<file path="config.mk">
export PLATFORM = sky130hd
export DESIGN_NAME = sgme_fifo
export DESIGN_NICKNAME = d
export VERILOG_FILES = /design/src/sgme_fifo.sv
export SDC_FILE = /design/constraint.sdc
export NUM_CORES = 1
export LEC_CHECK = 0
export BUFFER_PORTS_ARGS = -buffer_cell sky130_fd_sc_hd__buf_2
export CORE_ASPECT_RATIO = 1.25
export CORE_UTILIZATION = 40
export CTS_CLUSTER_SIZE = 10
export DETAILED_ROUTE_END_ITERATION = 10
export GPL_ROUTABILITY_DRIVEN = 0
export REMOVE_ABC_BUFFERS = 1
export SYNTH_ARGS = -nofsm -noshare
export SYNTH_HDL_FRONTEND = slang
export SYNTH_SLANG_ARGS = --single-unit
</file>
<file path="constraint.sdc">
create_clock -name clk -period 2.2 [get_ports clk]
set_input_delay 0.44 -clock clk [delete_from_list [all_inputs] [get_ports clk]]
set_output_delay 0.44 -clock clk [all_outputs]
set_load 0.01 [all_outputs]
</file>
<file path="src/sgme_fifo.sv">
// Small flop-based queue between the front end and the back end.
`default_nettype none

module sgme_fifo #(
    parameter int WIDTH = 8,
    parameter int DEPTH = 4
) (
    input  wire logic             clk,
    input  wire logic             rst_n,
    input  wire logic             push,
    input  wire logic [WIDTH-1:0] push_data,
    output logic                  full,
    input  wire logic             pop,
    output logic      [WIDTH-1:0] pop_data,
    output logic                  empty
);

    localparam int AW = $clog2(DEPTH);
    localparam int CW = $clog2(DEPTH + 1);

    logic [WIDTH-1:0] data_reg [DEPTH];
    logic [AW-1:0]    wr_ptr_reg, wr_ptr_next;
    logic [AW-1:0]    rd_ptr_reg, rd_ptr_next;
    logic [CW-1:0]    count_reg, count_next;
    logic             do_push, do_pop;

    assign full     = (count_reg == CW'(DEPTH));
    assign empty    = (count_reg == '0);
    assign do_push  = push && !full;
    assign do_pop   = pop && !empty;
    assign pop_data = data_reg[rd_ptr_reg];

    // Advance pointers and occupancy
    always_comb
    begin
        wr_ptr_next = wr_ptr_reg;
        rd_ptr_next = rd_ptr_reg;
        if (do_push)
        begin
            wr_ptr_next = (wr_ptr_reg == AW'(DEPTH - 1)) ? '0 : wr_ptr_reg + AW'(1);
        end
        if (do_pop)
        begin
            rd_ptr_next = (rd_ptr_reg == AW'(DEPTH - 1)) ? '0 : rd_ptr_reg + AW'(1);
        end
        count_next = count_reg + CW'(do_push) - CW'(do_pop);
    end

    always_ff @(posedge clk or negedge rst_n)
    begin
        if (!rst_n)
        begin
            wr_ptr_reg <= '0;
            rd_ptr_reg <= '0;
            count_reg  <= '0;
        end
        else
        begin
            wr_ptr_reg <= wr_ptr_next;
            rd_ptr_reg <= rd_ptr_next;
            count_reg  <= count_next;
        end
    end

    // Store the request payload
    always_ff @(posedge clk)
    begin
        if (do_push)
        begin
            data_reg[wr_ptr_reg] <= push_data;
        end
    end

endmodule

`default_nettype wire

</file>
==> summary.txt <==
Setup path
  – R2R cell count: 9
  – FF-to-FF End: count_reg[2]$_DFF_PN0_
  – Critical path type: reg -> reg
  – Critical path endpoint category: flip-flop
  – Worst Path Required: approximately 2.4 ns
  – Crit-path max FO: 3
  – Reg-to-reg setup timing slack: roughly 0.18 ns
  – Worst EP arrival: approximately 2.2 ns
  – Worst reg2reg path startpoint: count_reg[1]$_DFF_PN0_
  – Setup crit end: count_reg[2]$_DFF_PN0_
  – Crit path launch: count_reg[1]$_DFF_PN0_
  – Critical path startpoint category: flip-flop

Drt
  – Antenna viol nets, final: 0
  – Initial drt markers: 14
  – Drt first pass iters: 4
  – Final WL: between 2000 and 2500 um
  – Vias/cell: 4.671
  – Drt drc: 0
  – Drt wl/cell: ~14 um
  – Via Count: 780

Clock tree
  – Reg clk slew, reported paths: roughly 0.07 ns
  – Max clock buf depth: 2
  – H-tree levels: 2
  – CTS tree: built
  – Root buffer cell: clkbuf_8
  – CTS buffer count: 5
  – Worst-skew pair later-pin latency: between 0.2 and 0.3 ns
  – CTS Sinks: 39

Pwr
  – Leak: between 0.7 and 0.8 nW
  – Max VDD drop: about 0.7 mV
  – Power per Cell Area: approximately 1300 mW/mm^2

Synth
  – Top-area cell type share of the netlist area: 59.95%
  – Synth Instances: 81
  – Main synth FF type: edfxtp_1
  – Seq cells post-synth: 39
  – Synthesized cell area: 0.001603 sq mm
  – Post-synth EDFFs: 32
  – Largest cells by area after synthesis: edfxtp_1 (60%), mux4_2 (11%), dfrtp_1 (11%)
  – Post-synth cell types: 19
  – Register area share after synthesis: 70.88%
  – Synth Area per Inst: between 15 and 20 sq um
  – Yosys warns: 0
  – Synth async-reset ratio: 17.95%
  – Synth area leader: edfxtp_1

Timing
  – Final setup vio count: 0
  – Setup Skew: between 0.002 and 0.003 ns
  – WHS: 0.3699 ns
  – Post-route minimum period: about 2.0 ns
  – RSZ-0062 raised after global routing: false
  – F_max: around 490 MHz
  – Slew Viols, Final: 0
  – Max-slew headroom: a little over two thirds
  – Final Hold Vio Count: 0
  – Period utilization: between 90% and 100%
  – Worst-Margin Slew: about 0.46 ns

Global routing
  – GRT overflow: 0
  – Vias in the first global route: 830
  – Initial antenna violation count: 0
  – Largest net degree at the start of global routing: 13
  – First-pass GRT wire length: around 3900 um
  – GRT Overall Usage: about an eighth

Floorplan
  – I/O Pins: 22
  – Initial Util: 42.00%
  – Number of cell rows: 25
  – Die ar.: about 0.0043 sq mm
  – Core area: roughly 0.0038 sq mm
  – DIE HEIGHT: roughly 73 um
  – Die X-Extent: 58.62 um

Layout
  – Nets: approximately 130
  – Share of post-route cells with drive strength above 1: between 40% and 50%
  – Non-Filler Instances: 167
  – N_diodes: 0
  – Area growth syn-to-layout: 20.45%
  – Max reg flops: 32

Min path
  – HP Class: in -> reg
  – Worst Hold Depth: 1

Flow run
  – Max-cap check violation count: 0

Place
  – I/O Buffers: 21
  – Cells after DPL: around 160
  – Final HPWL DP: ~1600 um

Outcome
  – Status: completed
[cells in the final DEF, fill, tap and decap left out, drive strengths merged]
cell / Yosys / routed
and2: 4 / 4
buf: 1 / 25
bufinv: 0 / 1
clkbuf: 1 / 5
clkinv: 0 / 2
dfrtp: 7 / 7
dlygate4sd3: 0 / 1
edfxtp: 32 / 32
fa: 1 / 1
ha: 7 / 7
inv: 7 / 7
mux2: 3 / 3
mux4: 8 / 8
nand2: 1 / 1
nand2b: 1 / 1
nor2: 2 / 2
nor2b: 1 / 1
nor3: 1 / 1
nor3b: 1 / 1
o22ai: 1 / 1
xnor2: 2 / 2
[cell usage after synthesis (all sizes together), types with 2 or more instances]
| cell | n |
|---|---|
| inv | 7 |
| edfxtp | 32 |
| dfrtp | 7 |
| and2 | 4 |
| mux2 | 3 |
| mux4 | 8 |
| xnor2 | 2 |
| ha | 7 |
| nor2 | 2 |
[power by group]
group | switching, W | internal [W] | leakage [nW]
clock network | 0.000230 | 0.000332 | 0.0556
logic | 0.000353 | 0.000461 | 0.315
registers | 0.000157 | 0.00100 | 0.375
total | 0.000741 | 0.00179 | 0.746
[metrics by stage]
stage / util [%] / TNS [ns] / area [sq um] / total power, W / worst slack [ns]
floorplan: - / -0.03705 / 1594 / 0.001677 / -0.03705
global placement: 46.69 / 0 / 1782 / 0.001923 / 0.1495
detailed placement: 46.69 / 0 / 1782 / 0.001951 / 0.04894
CTS: 49.80 / 0 / 1901 / 0.002521 / 0.02287
global route: 50.59 / 0 / 1931 / 0.002723 / 0.05230
finish: 50.59 / 0 / 1931 / 0.002535 / 0.1769
[logic make-up after synthesis]
family	Yosys count	synth area share, %
and+or+nand+nor	11	5.152
adders and majority gates	8	6.713
xor gates and xnor gates	2	1.093
buffers and inverters	9	2.186
muxes	11	13.58
AOI/OAI and AO/OA	1	0.3906
DFF	39	70.88
[area by class of cell]
cell class | instances | area, sq um
Fill cell | 350 | 1886
Sequential cell | 39 | 1137
Multi-Input combinational cell | 33 | 446.7
Timing Repair Buffer | 26 | 145.1
Clock buffer | 5 | 68.82
Tap cell | 54 | 67.56
Clock inverter | 3 | 38.79
Inverter | 7 | 26.28
[metal layers]
metal	vias to the layer above	GRT usage (%)	part of all wire, %
met3	2	6.028	5.5
met4	0	5.556	0.64
met2	21	21.46	52
met5	-	0	0
li1	365	-	-
met1	392	15.44	42
[how the worst min path moves through the flow]
stage | start | end | slack [ns]
global placement | rst_n | rd_ptr_reg[1]$_DFFE_PN0P_ | 0.28
floorplan | rst_n | count_reg[0]$_DFF_PN0_ | 0.14
detailed placement | rst_n | count_reg[0]$_DFF_PN0_ | 0.28
global route | push_data[7] | data_reg[3][7]$_DFFE_PP_ | 0.35
finish | push_data[6] | data_reg[2][6]$_DFFE_PP_ | 0.37
CTS | push_data[6] | data_reg[2][6]$_DFFE_PP_ | 0.36
[what timing repair did]
item | in CTS | in global routing
resized for setup | 1 | 3
pin swaps | 0 | 1
hold buffers | 1 | 0
hold endpoints to repair | 7 | 0
endpoints found under the setup margin | 8 | 1
buffers inserted | 0 | 2
[worst max-delay path: stages, from the launching register on]
cell	delay [ns]
dfrtp_1	0.40
nor3_2	0.20
nand2b_4	0.16
inv_1	0.04
ha_1	0.26
inv_1	0.04
ha_1	0.18
fa_2	0.36
xnor2_2	0.15
xnor2_1	0.12
(Power assumes the default switching activity.)
