## src/sgme_pkg.sv

```systemverilog
// Shared types and constants of the spectral gate mask engine.
`default_nettype none

package sgme_pkg;

    // Field widths fixed by the data formats
    localparam int MAG_W     = 24;
    localparam int MASK_W    = 16;
    localparam int COEFF_W   = 17;
    localparam int FF_W      = 16;
    localparam int CFG_IDX_W = 3;
    localparam int CFG_DATA_W = 24;

    localparam logic [MASK_W-1:0]  UNITY_MASK   = 16'h8000;
    localparam logic [COEFF_W-1:0] UNITY_COEFF  = 17'h10000;
    localparam logic [FF_W-1:0]    UNITY_WEIGHT = 16'd4096;
    localparam logic [MAG_W-1:0]   MAG_MAX      = 24'hFFFFFF;

    // Register map of the configuration port
    typedef enum logic [CFG_IDX_W-1:0] {
        CFG_OPEN_THRESHOLD = 3'd0,
        CFG_CLOSED_GAIN    = 3'd1,
        CFG_ATTACK_COEFF   = 3'd2,
        CFG_RELEASE_COEFF  = 3'd3,
        CFG_FREQ_FACTOR    = 3'd4
    } cfg_idx_t;

    typedef struct packed {
        logic [MAG_W-1:0]   open_threshold;
        logic [MASK_W-1:0]  closed_gain;
        logic [COEFF_W-1:0] attack_coeff;
        logic [COEFF_W-1:0] release_coeff;
        logic [FF_W-1:0]    freq_factor;
    } cfg_t;

    localparam cfg_t CFG_RESET = '{
        open_threshold: 24'd655,
        closed_gain:    16'd328,
        attack_coeff:   17'd65536,
        release_coeff:  17'd6554,
        freq_factor:    16'd4096
    };

    // Classification of one bin, made by the front end
    typedef struct packed {
        logic fresh;   // first frame since reset: stored state reads as reset value
        logic last;    // highest bin of the frame
    } item_flags_t;

endpackage

`default_nettype wire

```

## src/sgme_front.sv

```systemverilog
// Front end: accepts magnitudes, numbers the bins and computes the threshold weight.
`default_nettype none

module sgme_front #(
    parameter int FFT_POINTS = 1024,
    parameter int BIN_COUNT  = 513,
    parameter int W_WIDTH    = 19
) (
    input  wire logic                               clk,
    input  wire logic                               rst_n,
    input  wire logic                               push,
    input  wire logic [sgme_pkg::MAG_W-1:0]         magnitude,
    input  wire logic [sgme_pkg::FF_W-1:0]          freq_factor,
    input  wire logic                               q_full,
    output logic                                    q_push,
    output logic      [sgme_pkg::MAG_W-1:0]         q_mag,
    output logic      [$clog2(BIN_COUNT)-1:0]       q_bin,
    output logic      [W_WIDTH-1:0]                 q_w,
    output sgme_pkg::item_flags_t                   q_flags
);

    localparam int BinW   = $clog2(BIN_COUNT);
    localparam int FftLog = $clog2(FFT_POINTS);
    localparam int PW     = BinW + 19;

    logic [BinW-1:0]         bin_cnt_reg, bin_cnt_next;
    logic                    fresh_reg;
    logic                    accept;
    logic                    is_last;
    logic signed [16:0]      delta;
    logic signed [BinW+1:0]  bin2;
    logic signed [PW-1:0]    wprod;
    logic [PW-1:0]           wround;
    logic signed [PW-1:0]    wadj;
    logic signed [PW-1:0]    wshift;
    logic [W_WIDTH-1:0]      wq;
    logic [W_WIDTH:0]        wsum;

    assign accept  = push && !q_full;
    assign is_last = (bin_cnt_reg == BinW'(BIN_COUNT - 1));

    // Weight: 1.0 + (freq_factor - 1.0) * 2 * bin / FFT_POINTS, truncated toward zero
    assign delta  = signed'({1'b0, freq_factor}) - signed'({1'b0, sgme_pkg::UNITY_WEIGHT});
    assign bin2   = signed'({1'b0, bin_cnt_reg, 1'b0});
    assign wprod  = delta * bin2;
    assign wround = wprod[PW-1] ? PW'(FFT_POINTS - 1) : '0;
    assign wadj   = wprod + signed'(wround);
    assign wshift = wadj >>> FftLog;
    assign wq     = wshift[W_WIDTH-1:0];
    assign wsum   = {wq[W_WIDTH-1], wq} + (W_WIDTH + 1)'(sgme_pkg::UNITY_WEIGHT);

    // Clamp a negative weight to zero
    assign q_w = wsum[W_WIDTH] ? '0 : wsum[W_WIDTH-1:0];

    assign q_push        = accept;
    assign q_mag         = magnitude;
    assign q_bin         = bin_cnt_reg;
    assign q_flags.fresh = fresh_reg;
    assign q_flags.last  = is_last;

    // Wrap the bin counter at the end of each frame
    assign bin_cnt_next = is_last ? '0 : bin_cnt_reg + BinW'(1);

    always_ff @(posedge clk or negedge rst_n)
    begin
        if (!rst_n)
        begin
            bin_cnt_reg <= '0;
            fresh_reg   <= 1'b1;
        end
        else if (accept)
        begin
            bin_cnt_reg <= bin_cnt_next;
            if (is_last)
            begin
                fresh_reg <= 1'b0;
            end
        end
    end

endmodule

`default_nettype wire

```

## config.mk

```make
export PLATFORM = sky130hd
export DESIGN_NAME = sgme_front
export DESIGN_NICKNAME = d
export VERILOG_FILES = /design/src/sgme_pkg.sv /design/src/sgme_front.sv
export SDC_FILE = /design/constraint.sdc
export NUM_CORES = 1
export LEC_CHECK = 0
export ABC_AREA = 1
export BUFFER_PORTS_ARGS = -buffer_cell sky130_fd_sc_hd__buf_2
export CAP_MARGIN = 25
export CORE_ASPECT_RATIO = 0.5
export CORE_MARGIN = 4
export CORE_UTILIZATION = 25
export CTS_CLUSTER_DIAMETER = 50
export CTS_CLUSTER_SIZE = 28
export DETAILED_ROUTE_END_ITERATION = 7
export GPL_TIMING_DRIVEN = 1
export PLACE_DENSITY = 0.41
export SYNTH_ARGS = -nofsm -noshare
export SYNTH_HDL_FRONTEND = slang
export SYNTH_SLANG_ARGS = --single-unit
```

## constraint.sdc

```tcl
create_clock -name clk -period 12.8 [get_ports clk]
set_clock_uncertainty 0.1 [all_clocks]
set_input_delay 1.92 -clock clk [delete_from_list [all_inputs] [get_ports clk]]
set_output_delay 1.92 -clock clk [all_outputs]
set_load 0.1 [all_outputs]
```

==> flow_summary.yaml, run 1 <==
cts:
  root_buffer: "clkbuf_16"
  cts-resized-gates: 0
  cts_buffer_depth: 2
  htree_levels: 1
  postCtsSetupRepairBufs: 0
  cts_hold_buffers: 0
  cts_tree: "built"
  clock_latency_ns: 0.24
  clk_pin_slew_ns: 0.04
  cts_made_buffers: 3
  cts_sinks: 11
worst_setup_path:
  crit_path_start_kind: "primary input"
  cp_slowest_cell: "fa_1"
  worstPathMaxFanout: 17
  cp.required_ns: 10.78
  cp.arrival_ns: 9.88
  crit_path_end_kind: "output pin"
  max_stage_delay_ns: 0.57
  crit_top_cell: "nand2_1"
  criticalPathCategory: "in2out"
sta:
  grt_setup_unrepaired: "no"
  finalWorstSetupSlack_ns: 0.903
  fin_crit_ns: 11.90
  finalHoldViolCount: 0
  tns_ns: 0
  setup_viol: 0
  min_period_over_period_pct: 92.9
  worst-slew-pin-transition_ns: 0.891
  fmax_mhz: 84.1
  maxSlewHeadroom_pct: 40.6
  drv_slew: 0
cells_and_area:
  final_cell_mix: "inv_1 (378), nand2_1 (372), fa_1 (151), nor2_1 (95), ha_1 (69)"
  final_common_cell: "inv_1"
  drive_gt1_share_pct: 8.18
  largest_reg_flops: 10
  nFillCells: 3966
  syn2layout_area_growth_pct: 6.75
  fin_nets: 1609
global_routing:
  grt_pass1_vias: 8224
  grt_usage_pct: 13.5
  antenna_found_initial: 3
  grt.overflow.total: 0
  grt_first_pass_wirelength_mm: 43.5
  grt_max_degree: 21
synth:
  yosysSeqAreaShare_pct: 3.06
  yosys_warnings: 0
  synthCells: 1344
  yosysTopAreaCell: "fa_1"
  syn_nets: 1608
  yosys.cell_types.count: 41
  synth_edf_count: 0
  synth_flop_cell: "dfrtp_1"
  ys_async_sr_fraction_pct: 100
  avgSynthCellArea_um2: 6.73
  synth_area_mm2: 0.00904
  synth.top_cell.area_share_pct: 33.4
  yosys-top-cells-area: "fa_1 (33%), inv_1 (16%), nand2_1 (15%), ha_1 (9.6%), nor2_1 (3.9%)"
  ys_ff_latch: 11
routing:
  wire_per_inst_um: 14.3
  drt-pass1-iter-count: 5
  final_antenna_net_count: 0
  vias_per_cell: 4.25
  drc: 0
  drt_iter0_markers: 380
  wl_mm: 26.0
  num_vias: 7743
status:
  outcome: "complete, no violations"
placement:
  hpwlAfterDp_mm: 22.7
  port_buffers: 51
  preCtsSetupSlack_ns: 0.923
  gp_congestion: 0.848
run:
  cap_violations: 0
die:
  core_region_area_mm2: 0.0351
  ioPinCount: 100
  rows: 48
  start_util_pct: 25.8
  dieWidth_um: 277
  fp.dieH_um: 142
  die_area_mm2: 0.0395
hold_path:
  hold_class: "reg2reg"
per-layer routing:
layer / up-vias / wire length (um) / global-route usage [%]
met5: - / 34 / 0
met4: 4 / 178 / 1.15
met3: 19 / 758 / 0.820
met2: 146 / 12000 / 23.8
met1: 3733 / 13100 / 19.2
li1: 3841 / - / -
worst max-delay path: cells and delay by family:
| family | cells | cell delay, ns |
|---|---|---|
| adders and majority gates | 7 | 3.04 |
| xor gates and xnor gates | 1 | 0.20 |
| buffers and inverters | 11 | 1.33 |
| AOI/OAI and AO/OA | 2 | 0.40 |
| and+or+nand+nor | 21 | 2.96 |
cells by family after synthesis:
family / after synthesis / share of synthesized area, %
XOR/XNOR: 30 / 3.16
AO/OA/AOI/OAI: 42 / 2.57
flip-flops: 11 / 3.06
buffers and inverters: 440 / 19.5
adder cells (fa/ha/maj): 220 / 43.0
AND/OR/NAND/NOR: 601 / 28.7
stage by stage:
stage | hold WS (ns) | utilization (%) | std cells | instance area, um2
after floorplan | 0.331 | - | 1344 | 9040
after global placement | 0.341 | 27.3 | 1815 | 9570
after detailed placement | 0.342 | 27.3 | 1815 | 9570
after CTS | 0.350 | 27.5 | 1819 | 9650
after global routing | 0.362 | 27.5 | 1820 | 9650
final | 0.346 | 27.5 | 1820 | 9650
synthesized netlist by cell type, types with 5 or more instances:
library cell  instances
nand3_2               6
nor2_2               18
nand4_1              19
fa_1                151
nand2_1             372
xnor2_1               6
clkbuf_1             22
nand2_2              13
a21oi_1              19
nor3_1                5
o21ai_0              15
buf_1                 6
inv_1               378
ha_1                 69
nand3_1              53
nor2_1               95
xor2_1               21
buf_4                26
dfrtp_1              10
final timing paths:
path,from,slack (ns),depth (start not counted),to
max,freq_factor[12],0.90,42,q_w[4]
min,fresh_reg$_DFFE_PN1P_,0.35,2,fresh_reg$_DFFE_PN1P_
max reg2reg,q_bin[0]$_DFFE_PN0P_,9.83,7,q_bin[9]$_DFFE_PN0P_
min reg2reg,fresh_reg$_DFFE_PN1P_,0.35,2,fresh_reg$_DFFE_PN1P_
max in group asynchronous,rst_n,10.90,1,fresh_reg$_DFFE_PN1P_
min in group asynchronous,rst_n,1.44,1,q_bin[4]$_DFFE_PN0P_
layout make-up:
| type | count | area, um2 | share of cell area (%) |
|---|---|---|---|
| clock buffer | 4 | 78.8 | 0.817 |
| multi-input combinational | 893 | 7000 | 72.5 |
| timing repair buffer | 51 | 255 | 2.64 |
| antenna | 1 | 2.50 | 0.0259 |
| inverter | 385 | 1450 | 15.0 |
| sequential | 11 | 277 | 2.87 |
| tap | 475 | 594 | 6.16 |
Power of run 1 is not shown: default switching activity piles up to over one toggle a cycle in this logic, so the estimate is an artifact.
==> run 2, diff against run 1 <==
- CORE_UTILIZATION: 25 -> 63
- PLACE_DENSITY: 0.41 -> 0.85
==> run 2 against run 1 <==
Against the previous run: global-route usage grew 15 points; hold slack improved by 0.0044 ns; critical path depth down 2; via count up 4.0%; sequential cell count unchanged; die area shrank 58%; sequential share of layout area increased by 0.11 points; largest cell class unchanged.
==> flow_summary.yaml, run 2 (synthesis gave the netlist of run 1 again) <==
status:
  outcome: "complete, no violations"
routing:
  wl_mm: 21.9
  drt_iter0_markers: 621
  drc: 0
  drt-pass1-iter-count: 5
  num_vias: 8052
  final_antenna_net_count: 0
  wire_per_inst_um: 14.3
  vias_per_cell: 5.24
cells_and_area:
  fin_nets: 1609
  final_cell_mix: "inv_1 (378), nand2_1 (372), fa_1 (151), nor2_1 (95), ha_1 (69)"
  largest_reg_flops: 10
  final_common_cell: "inv_1"
  antenna_cells: 0
  syn2layout_area_growth_pct: 2.81
  drive_gt1_share_pct: 8.18
  utilization_pct: 67.5
cts:
  clk_pin_slew_ns: 0.04
  root_buffer: "clkbuf_16"
  cts_hold_buffers: 0
  postCtsSetupRepairBufs: 0
  cts-resized-gates: 0
  cts_tree: "built"
  cts_made_buffers: 3
  htree_levels: 1
  cts_buffer_depth: 2
  clock_latency_ns: 0.24
  cts_sinks: 11
die:
  dieWidth_um: 177
  ioPinCount: 100
  die_area_mm2: 0.0164
  fp.dieH_um: 92.7
  rows: 30
  core_region_area_mm2: 0.0138
  start_util_pct: 65.6
sta:
  min_period_over_period_pct: 93.0
  tns_ns: 0
  maxSlewHeadroom_pct: 41.7
  finalHoldViolCount: 0
  fin_crit_ns: 11.90
  fmax_mhz: 84.0
  setup_viol: 0
  drv_slew: 0
  worst-slew-pin-transition_ns: 0.874
  grt_setup_unrepaired: "no"
hold_path:
  hold_class: "reg2reg"
  hold_depth: 2
worst_setup_path:
  cp.depth: 40
  crit_family: "adder cells"
  criticalPathCategory: "in2out"
  crit_path_end_kind: "output pin"
  max_stage_delay_ns: 0.57
  timing.critical_path.buf_inv: 11
  cp_slowest_cell: "fa_1"
  worstPathMaxFanout: 17
  r2r_cells: 7
  crit_path_start_kind: "primary input"
  cp.required_ns: 10.78
  cp.arrival_ns: 9.88
  crit_top_cell: "inv_1"
global_routing:
  grt_max_degree: 21
  grt_usage_pct: 28.2
  grt.overflow.total: 0
  grt_pass1_vias: 8248
  grt_first_pass_wirelength_mm: 38.2
  antenna_found_initial: 0
run:
  cap_violations: 0
placement:
  hpwlAfterDp_mm: 19.3
  gp_congestion: 0.964
  port_buffers: 51
[run 2: cell types whose count changed in the layout (fill, tap and decap cells not counted), sizes merged]
cell   change
diode      -1
[run 2: final timing paths]
path	start	end	slack (ns)
setup / recovery	freq_factor[12]	q_w[17]	0.90
hold / removal	fresh_reg$_DFFE_PN1P_	fresh_reg$_DFFE_PN1P_	0.35
setup reg to reg	q_bin[0]$_DFFE_PN0P_	q_bin[9]$_DFFE_PN0P_	9.85
hold reg to reg	fresh_reg$_DFFE_PN1P_	fresh_reg$_DFFE_PN1P_	0.35
max in group asynchronous	rst_n	fresh_reg$_DFFE_PN1P_	10.89
min in group asynchronous	rst_n	q_bin[8]$_DFFE_PN0P_	1.45
[run 2: metal layers]
| metal | routed length [um] | part of all wire, % | GRT usage [%] |
|---|---|---|---|
| met1 | 9750 | 44 | 40.1 |
| met2 | 9740 | 44 | 44.9 |
| met3 | 2070 | 9.4 | 5.79 |
| met4 | 364 | 1.7 | 6.17 |
| met5 | 0 | 0 | 0 |
[run 2: worst register-to-register path: cells and delay by family (launching register included)]
kind	cells	cell delay, ns
and+or+nand+nor	4	1.24
buffers and inverters	1	0.44
AOI/OAI and AO/OA	2	0.25
DFF	1	0.79
[run 2: area by class of cell]
class / count / area [um2]
multi-input cells: 893 / 7000
clock buffers: 4 / 78.8
fillers: 1223 / 4480
repair buffers: 51 / 255
inverters: 385 / 1450
flip-flops and latches: 11 / 277
well taps: 192 / 240
[run 2: per-stage QoR]
stage / area (um2) / worst slack (ns) / instances / hold WS, ns
after floorplan: 9040 / 1.29 / 1344 / 0.331
after global placement: 9220 / 1.47 / 1532 / 0.337
after detailed placement: 9220 / 1.01 / 1532 / 0.346
after CTS: 9290 / 0.990 / 1536 / 0.354
after global routing: 9290 / 0.129 / 1536 / 0.381
final: 9290 / 0.899 / 1536 / 0.350
Power of run 2 is left out for the same reason.
